[src/sv/ise_pkg.sv]
// Shared types, constants and helpers for the integer set engine.
// No dependencies; every other file refers to it by scoped names.
package ise_pkg;

	localparam int SET_CAPACITY = 32;
	localparam int VALUE_WIDTH  = 32;
	localparam int IDX_W        = $clog2(SET_CAPACITY);
	localparam int CNT_W        = $clog2(SET_CAPACITY + 1);
	localparam int IN_W         = 32;
	localparam int OUT_W        = 32;

	typedef enum logic [1:0] {
		OP_INSERT = 2'd0,
		OP_DELETE = 2'd1,
		OP_PROBE  = 2'd2,
		OP_LIST   = 2'd3
	} op_t;

	typedef enum logic [3:0] {
		ST_ADDED     = 4'd0,
		ST_PRESENT   = 4'd1,
		ST_FULL      = 4'd2,
		ST_REMOVED   = 4'd3,
		ST_ABSENT    = 4'd4,
		ST_MEMBER    = 4'd5,
		ST_NONMEMBER = 4'd6,
		ST_ITEM      = 4'd7,
		ST_EMPTY     = 4'd8
	} status_t;

	typedef enum logic [1:0] {
		S_IDLE,
		S_CMP,
		S_EXEC
	} state_t;

	// controller -> datapath
	typedef struct packed {
		logic latch_in;
		logic compare;
		logic exec;
	} cmd_t;

	// datapath -> controller
	typedef struct packed {
		logic is_list;
		logic list_done;
	} stat_t;

	// lowest set bit position (zero when none set)
	function automatic logic [IDX_W-1:0] first_set(input logic [SET_CAPACITY-1:0] vec);
		logic [IDX_W-1:0] pos;
		pos = '0;
		for (int i = SET_CAPACITY - 1; i >= 0; i--) begin
			if (vec[i]) begin
				pos = IDX_W'(i);
			end
		end
		return pos;
	endfunction

endpackage

[src/sv/ise_ctrl.sv]
// Sequencer for the integer set engine: accept, compare, execute/list.
// Depends on ise_pkg; drives cmd_t to ise_datapath, reads stat_t back.
module ise_ctrl (
	input  logic            clk,
	input  logic            arst_n,
	input  logic            in_valid,
	output logic            in_ready,
	output logic            out_valid,
	input  logic            out_ready,
	output ise_pkg::cmd_t   cmd,
	input  ise_pkg::stat_t  stat
);

	ise_pkg::state_t state_q, state_d;
	logic out_valid_q;
	logic out_free;

	assign out_free  = !out_valid_q || out_ready;
	assign out_valid = out_valid_q;

	always_ff @(posedge clk or negedge arst_n) begin
		if (!arst_n) begin
			state_q     <= ise_pkg::S_IDLE;
			out_valid_q <= 1'b0;
		end else begin
			state_q <= state_d;
			if (cmd.exec) begin
				out_valid_q <= 1'b1;
			end else if (out_ready) begin
				out_valid_q <= 1'b0;
			end
		end
	end

	always_comb begin
		state_d  = state_q;
		in_ready = 1'b0;
		cmd      = '0;
		case (state_q)
			ise_pkg::S_IDLE: begin
				in_ready = 1'b1;
				if (in_valid) begin
					cmd.latch_in = 1'b1;
					state_d      = ise_pkg::S_CMP;
				end
			end
			ise_pkg::S_CMP: begin
				cmd.compare = 1'b1;
				state_d     = ise_pkg::S_EXEC;
			end
			ise_pkg::S_EXEC: begin
				if (out_free) begin
					cmd.exec = 1'b1;
					if (!stat.is_list || stat.list_done) begin
						state_d = ise_pkg::S_IDLE;
					end
				end
			end
			default: begin
				state_d = ise_pkg::S_IDLE;
			end
		endcase
	end

endmodule

[src/sv/ise_datapath.sv]
// Entry store, parallel match, delete shifter, list walker and output word.
// Depends on ise_pkg; steered by ise_ctrl through cmd_t.
module ise_datapath (
	input  logic                 clk,
	input  logic                 arst_n,
	input  ise_pkg::cmd_t        cmd,
	output ise_pkg::stat_t       stat,
	input  logic [1:0]           opcode,
	input  logic signed [31:0]   value,
	input  logic                 unmarked_only,
	output logic [3:0]           status,
	output logic signed [31:0]   value_res,
	output logic                 last
);

	localparam int CAP = ise_pkg::SET_CAPACITY;
	localparam int VW  = ise_pkg::VALUE_WIDTH;
	localparam int IW  = ise_pkg::IDX_W;
	localparam int CW  = ise_pkg::CNT_W;

	// latched input word
	ise_pkg::op_t                    op_q;
	logic signed [ise_pkg::IN_W-1:0] raw_q;
	logic                            only_q;

	// set state
	logic [VW-1:0]  ent_q [CAP];
	logic [CAP-1:0] valid_q;
	logic [CAP-1:0] mark_q;
	logic [CW-1:0]  count_q;

	// compare results
	logic           hit_q;
	logic [IW-1:0]  pos_q;
	logic [CAP-1:0] rem_q;

	// output payload
	ise_pkg::status_t         status_q;
	logic [ise_pkg::OUT_W-1:0] res_q;
	logic                     last_q;

	logic [VW-1:0]  v_ext;
	logic [CAP-1:0] match;
	logic [CAP-1:0] lo_mask;
	logic [CAP-1:0] rem_rest;
	logic [IW-1:0]  rem_pos;
	logic [IW-1:0]  ins_idx;
	logic           full;
	logic           rem_last;
	logic           do_ins;
	logic           do_del;
	logic           do_probe;
	logic           do_list;
	logic           list_end;

	assign v_ext = VW'(raw_q);

	always_comb begin
		for (int i = 0; i < CAP; i++) begin
			match[i] = valid_q[i] && (ent_q[i] == v_ext);
		end
	end

	assign full     = count_q == CW'(CAP);
	assign ins_idx  = count_q[IW-1:0];
	assign lo_mask  = (CAP'(1) << pos_q) - CAP'(1);
	assign rem_pos  = ise_pkg::first_set(rem_q);
	assign rem_rest = rem_q & ~(CAP'(1) << rem_pos);
	assign rem_last = (rem_q != '0) && (rem_rest == '0);

	assign do_ins   = cmd.exec && op_q == ise_pkg::OP_INSERT && !hit_q && !full;
	assign do_del   = cmd.exec && op_q == ise_pkg::OP_DELETE && hit_q;
	assign do_probe = cmd.exec && op_q == ise_pkg::OP_PROBE && hit_q;
	assign do_list  = cmd.exec && op_q == ise_pkg::OP_LIST;
	assign list_end = do_list && (rem_q == '0 || rem_last);

	assign stat.is_list   = op_q == ise_pkg::OP_LIST;
	assign stat.list_done = (rem_q == '0) || rem_last;

	// payload registers
	always_ff @(posedge clk) begin
		if (cmd.latch_in) begin
			op_q   <= ise_pkg::op_t'(opcode);
			raw_q  <= value;
			only_q <= unmarked_only;
		end
		if (cmd.compare) begin
			hit_q <= |match;
			pos_q <= ise_pkg::first_set(match);
			rem_q <= valid_q & ~(only_q ? mark_q : '0);
		end else if (do_list) begin
			rem_q <= rem_rest;
		end
		if (do_ins) begin
			ent_q[ins_idx] <= v_ext;
		end
		if (do_del) begin
			for (int i = 0; i < CAP - 1; i++) begin
				if (IW'(i) >= pos_q) begin
					ent_q[i] <= ent_q[i + 1];
				end
			end
		end
	end

	// control state of the set
	always_ff @(posedge clk or negedge arst_n) begin
		if (!arst_n) begin
			valid_q <= '0;
			mark_q  <= '0;
			count_q <= '0;
		end else begin
			if (do_ins) begin
				valid_q[ins_idx] <= 1'b1;
				mark_q[ins_idx]  <= 1'b0;
				count_q          <= count_q + CW'(1);
			end else if (do_del) begin
				// shift everything at and above the hit down by one
				valid_q <= (valid_q & lo_mask) | ({1'b0, valid_q[CAP-1:1]} & ~lo_mask);
				mark_q  <= (mark_q & lo_mask) | ({1'b0, mark_q[CAP-1:1]} & ~lo_mask);
				count_q <= count_q - CW'(1);
			end else if (do_probe) begin
				mark_q[pos_q] <= 1'b1;
			end else if (list_end) begin
				mark_q <= '0;
			end
		end
	end

	// result word
	always_ff @(posedge clk) begin
		if (cmd.exec) begin
			last_q <= 1'b1;
			res_q  <= ise_pkg::OUT_W'(raw_q);
			case (op_q)
				ise_pkg::OP_INSERT: begin
					if (hit_q) begin
						status_q <= ise_pkg::ST_PRESENT;
					end else if (full) begin
						status_q <= ise_pkg::ST_FULL;
					end else begin
						status_q <= ise_pkg::ST_ADDED;
					end
				end
				ise_pkg::OP_DELETE: begin
					status_q <= hit_q ? ise_pkg::ST_REMOVED : ise_pkg::ST_ABSENT;
				end
				ise_pkg::OP_PROBE: begin
					status_q <= hit_q ? ise_pkg::ST_MEMBER : ise_pkg::ST_NONMEMBER;
				end
				ise_pkg::OP_LIST: begin
					if (rem_q == '0) begin
						status_q <= ise_pkg::ST_EMPTY;
					end else begin
						status_q <= ise_pkg::ST_ITEM;
						res_q    <= ise_pkg::OUT_W'(ent_q[rem_pos]);
						last_q   <= rem_last;
					end
				end
				default: begin
					status_q <= ise_pkg::ST_EMPTY;
				end
			endcase
		end
	end

	assign status    = status_q;
	assign value_res = res_q;
	assign last      = last_q;

endmodule

[src/sv/integer_set_engine_core.sv]
// Top level of the integer set engine: controller plus datapath.
// Depends on ise_pkg, ise_ctrl and ise_datapath.
//
// Usage:
//  - Input channel (in_valid/in_ready) carries one word: opcode, value,
//    unmarked_only. Insert, delete and probe each give one result word;
//    list gives one word per emitted entry (or one empty word), the final
//    one with last set.
//  - Output channel (out_valid/out_ready) carries status, value_res, last.
//  - A word is accepted in idle, compared against all entries in
//    the next cycle, and its first result is loaded into the output
//    register in execute once that register is free.
//  - Each word runs through the accept / compare / execute sequence of the
//    controller before the next is accepted, with the 32-way match
//    registered between compare and execute; a list stays in execute
//    until it has issued one result per emitted entry.
//  - in_ready is high in idle even while a result waits in the output
//    register, so the next word is taken and compared; execute then holds
//    until the receiver frees the output register.
//  - Receiver stall: out_valid and the payload hold until out_ready.
//  - Reset (arst_n low) empties the set and clears all marks at once.
module integer_set_engine_core (
	input  logic                clk,
	input  logic                arst_n,
	input  logic                in_valid,
	output logic                in_ready,
	input  logic [1:0]          opcode,
	input  logic signed [31:0]  value,
	input  logic                unmarked_only,
	output logic                out_valid,
	input  logic                out_ready,
	output logic [3:0]          status,
	output logic signed [31:0]  value_res,
	output logic                last
);

	ise_pkg::cmd_t  cmd;
	ise_pkg::stat_t stat;

	// sequencing: owns the state and the output valid flag
	ise_ctrl u_ctrl (
		.clk       (clk),
		.arst_n    (arst_n),
		.in_valid  (in_valid),
		.in_ready  (in_ready),
		.out_valid (out_valid),
		.out_ready (out_ready),
		.cmd       (cmd),
		.stat      (stat)
	);

	// storage, match, update and the output payload register
	ise_datapath u_datapath (
		.clk           (clk),
		.arst_n        (arst_n),
		.cmd           (cmd),
		.stat          (stat),
		.opcode        (opcode),
		.value         (value),
		.unmarked_only (unmarked_only),
		.status        (status),
		.value_res     (value_res),
		.last          (last)
	);

endmodule

[config.mk]
export PLATFORM = sky130hd
export DESIGN_NAME = integer_set_engine_core
export DESIGN_NICKNAME = d
export VERILOG_FILES = /design/src/sv/ise_pkg.sv /design/src/sv/ise_ctrl.sv /design/src/sv/ise_datapath.sv /design/src/sv/integer_set_engine_core.sv
export SDC_FILE = /design/constraint.sdc
export NUM_CORES = 2
export LEC_CHECK = 0
export ABC_AREA = 0
export ABC_CLOCK_PERIOD_IN_PS = 5800
export BUFFER_PORTS_ARGS = -buffer_cell sky130_fd_sc_hd__buf_2
export CORE_ASPECT_RATIO = 0.8
export CORE_MARGIN = 8
export CORE_UTILIZATION = 45
export CTS_BUF_LIST = sky130_fd_sc_hd__clkbuf_8
export DETAILED_ROUTE_END_ITERATION = 6
export PLACE_DENSITY = 0.68
export SLEW_MARGIN = 15
export SYNTH_ARGS = -nofsm -noshare
export SYNTH_HDL_FRONTEND = slang
export SYNTH_SLANG_ARGS = --single-unit
[constraint.sdc]
create_clock -name clk -period 5.8 [get_ports clk]
set_clock_uncertainty 0.2 [all_clocks]
set_input_delay 1.74 -clock clk [delete_from_list [all_inputs] [get_ports clk]]
set_output_delay 1.74 -clock clk [all_outputs]
set_load 0.02 [all_outputs]
==> metrics.yaml <==
hold_path:
  start_point_of_the_worst_hold_path: "u_datapath.count_q[5]"
  hold_depth: 1
  timing.hold.worst_endpoint: "u_datapath.count_q[5]"
  hp-class: "reg -> reg"
global_routing:
  antenna_found_initial: 21
  groute.usage.overall: 0.359
  met3_usage: 0.167
  grt_remaining_overflow: 0
  grt_most_used_layer: "met1"
  met1_track_demand_over_resource: 0.482
  grt_first_pass_wirelength_mm: 453
  grt_max_degree: 66
  met2_usage: 0.478
  grt_pass1_vias: 57900
logic_synthesis:
  yosysTopAreaCell: "edfxtp_1"
  synth-warning-count: 0
  synth_common_cells: "nand2_1, edfxtp_1, xnor2_1, mux2_2, a21oi_1"
  synth_compound_area_frac: 0.0903
  synth.most_common_cell: "nand2_1"
  synthArstFlopShare: 0.0605
  synth.net_count: 6951
  synth_xor_area_frac: 0.123
  number_of_enable_type_register_cells_in_the_synthesized_netlist: 1134
  synth.lib_cells_used.distinct: 87
  combinational_family_with_the_most_area_after_synthesis: "multiplexers"
  post_synth_main_area_contributors: "edfxtp_1, mux2_2, xnor2_1"
  postSynthCellCount: 6906
  syn-mean-instance-area_sq_um: 10.6
  synth_seq_area_share: 0.488
  synth_top_area_share: 0.463
  summed_instance_area_of_the_synthesized_netlist_sq_mm: 0.0735
  ys_ff_latch: 1207
  adder_cell_share_of_the_synthesized_area: 0.00112
  synth-main-ff-cell: "edfxtp_1"
  muxShareOfSynthArea: 0.141
  synth_simple_gate_area_share: 0.124
worst_setup_path:
  timing_worst_setup_path_type: "reg -> reg"
  timing.reg2reg.worst_path_depth: 12
  reg2reg_from: "u_datapath.rem_q[5]"
  crit_path_start: "u_datapath.rem_q[5]"
  crit_arrival_ps: 6160
  flop2flop_setup_slack_ps: 130
  critPathRequiredTime_ps: 6290
  start_kind: "register"
  worstReg2RegEnd: "u_datapath.value_res[17]"
  endpoint_kind: "register"
  crit_path_max_fanout: 32
cells_and_area:
  final_core_util: 0.509
  nets: 7024
  final_area_sq_mm: 0.0824
  syn2layout_area_growth_pct: 12.1
  layout-drive-gt1-share: 0.220
sta:
  max_slew.worst_pin.slew_ps: 1460
  finalMaxSlewViolations: 0
  grt_setup_unrepaired: "no"
  final_hold_viol_count: 0
  fmax_ghz: 0.176
  final-setup-viol-count: 0
  timing.final.crit_period_ps: 5670
  finalSetupTns_ps: 0
  layout_worst_path_cycle_share: 0.978
  max-slew-margin-rel: 0.0170
drt:
  routed_length_per_instance_um: 35.4
  post-route-drc-count: 6
  wire_length_reported_by_the_detailed_router_mm: 329
  first_iteration_detailed_routing_drc_count: 11700
  routed-via-count: 62300
  viasPerCell: 6.69
  ant_nets: 0
  detailedRoute.firstPassIterationCount: 7
place:
  port_buffers: 77
  dp_hpwl_mm: 238
  placedInstanceArea_sq_mm: 0.0785
  gpl.final_weighted_congestion: 1.09
clocking:
  clkSlewWorstSetupHoldPaths_ps: 60
  cts-hold-fix-buffers: 0
  htree_levels: 4
  clock_latency_ps: 1020
  tritoncts: "done"
  clock_path_buffers: 3
  cts_root_cell: "clkbuf_8"
  cts.sink_count: 1207
  post_cts.repair.setup_buffers: 0
  cts-buffers-inserted: 206
  cts.repair.resized: 0
pwr:
  cellPowerDensity_mw_per_mm2: 418
  cellLeakagePower_nw: 28.3
  vdd_drop_max_mv: 0.330
floorplan:
  std_cell_rows: 132
  start_util: 0.454
  design.die.area_sq_mm: 0.177
  io-pin-count: 78
  die-width_um: 468
  floorplan.core_area_sq_mm: 0.162
  die_height_um: 377
status:
  run_status: "finished, violations left"
  failed_checks: "DRC"
job:
  drv.max_cap_violation_count: 0
==> kinds of logic after synthesis <==
family	count (synthesis)
AO/OA/AOI/OAI	1082
XOR/XNOR	1034
adder cells (fa/ha/maj)	6
buffers and inverters	608
flip-flops	1207
multiplexers	941
AND/OR/NAND/NOR	2028
==> report_power, final <==
group	internal [mW]	total, mW	leakage [nW]	switching, mW
Sequential	10.7	11.9	11.2	1.22
Clock	3.72	7.68	2.26	3.97
Combinational	4.94	14.9	14.9	9.94
Total	19.3	34.5	28.3	15.1
==> layout by cell type (no fill, tap or decap), drive strengths merged, types with 12 or more instances in the layout <==
cell type / instances
nand2: 1309
or4: 34
a31oi: 32
or2: 12
o221ai: 16
edfxtp: 1134
nor2b: 13
clkinv: 75
nor4: 111
nand2b: 21
dfrtp: 73
buf: 442
o41ai: 27
or3: 13
nand3: 93
o211ai: 85
o31ai: 61
o21ai: 218
mux2i: 189
a221o: 25
a21oi: 445
and3: 13
o22ai: 43
inv: 111
mux2: 752
xor2: 176
a22oi: 27
xnor2: 858
a221oi: 18
clkbuf: 215
diode: 17
nor2: 122
nor3: 36
and2: 12
nand4: 226
==> flip-flops by register name, summed over array words and instances, names as in the netlist, named ones only <==
| register | flops |
|---|---|
| u_datapath.ent_q | 1024 |
| u_datapath.raw_q | 32 |
| u_datapath.rem_q | 32 |
| u_datapath.value_res | 32 |
| u_datapath.count_q | 6 |
| u_datapath.pos_q | 5 |
| u_datapath.status | 4 |
| u_ctrl.state_q | 2 |
| u_datapath.op_q | 2 |
| u_ctrl.out_valid | 1 |
| u_datapath.hit_q | 1 |
| u_datapath.last | 1 |
| u_datapath.mark_q | 1 |
| u_datapath.only_q | 1 |
| u_datapath.valid_q | 1 |
==> critical path, cell delays in order (launching register included) <==
cell      delay [ps]
edfxtp_1         500
nor2_1           160
o311ai_2         180
a21o_1           210
a21oi_1          810
or3_2            410
buf_12           300
buf_4            270
a21oi_1           70
o41ai_1         1120
o31ai_1          530
a22oi_1          390
o31ai_1          180
==> stage by stage <==
step	total power, mW	setup WS, ps	hold slack [ps]	instances
floorplan	19.2	-50.6	221	6906
global placement	25.8	158	322	8913
detailed placement	25.9	439	315	8915
CTS	33.5	433	332	9295
global route	35.0	300	359	9298
finish	34.5	126	332	9312
==> per-layer routing <==
metal  routed length, um  vias to the layer above
li1                    -                    25200
met1              122000                    30400
met2              127000                     5638
met3               58100                      980
met4               21600                       16
met5                 168                        -
==> worst max path at each step <==
stage | end | cells past startpoint | slack, ps
6_report | u_datapath.value_res[17] | 12 | 130
5_1_grt | u_datapath.value_res[0] | 12 | 300
4_1_cts | u_datapath.value_res[17] | 11 | 430
3_5_place_dp | u_datapath.value_res[17] | 11 | 440
3_3_place_gp | u_datapath.value_res[31] | 10 | 160
2_1_floorplan | u_datapath.ent_q[10][0] | 8 | -50
==> layout make-up <==
cell class | count | area, sq um
fillers | 14400 | 79600
multi-input cells | 5091 | 35900
flip-flops and latches | 1207 | 35900
repair buffers | 442 | 3900
clock buffers | 215 | 2960
well taps | 2144 | 2680
clock inverters | 165 | 923
inverters | 31 | 116
diodes | 17 | 42.5
Power figures use the tool's default switching activity.
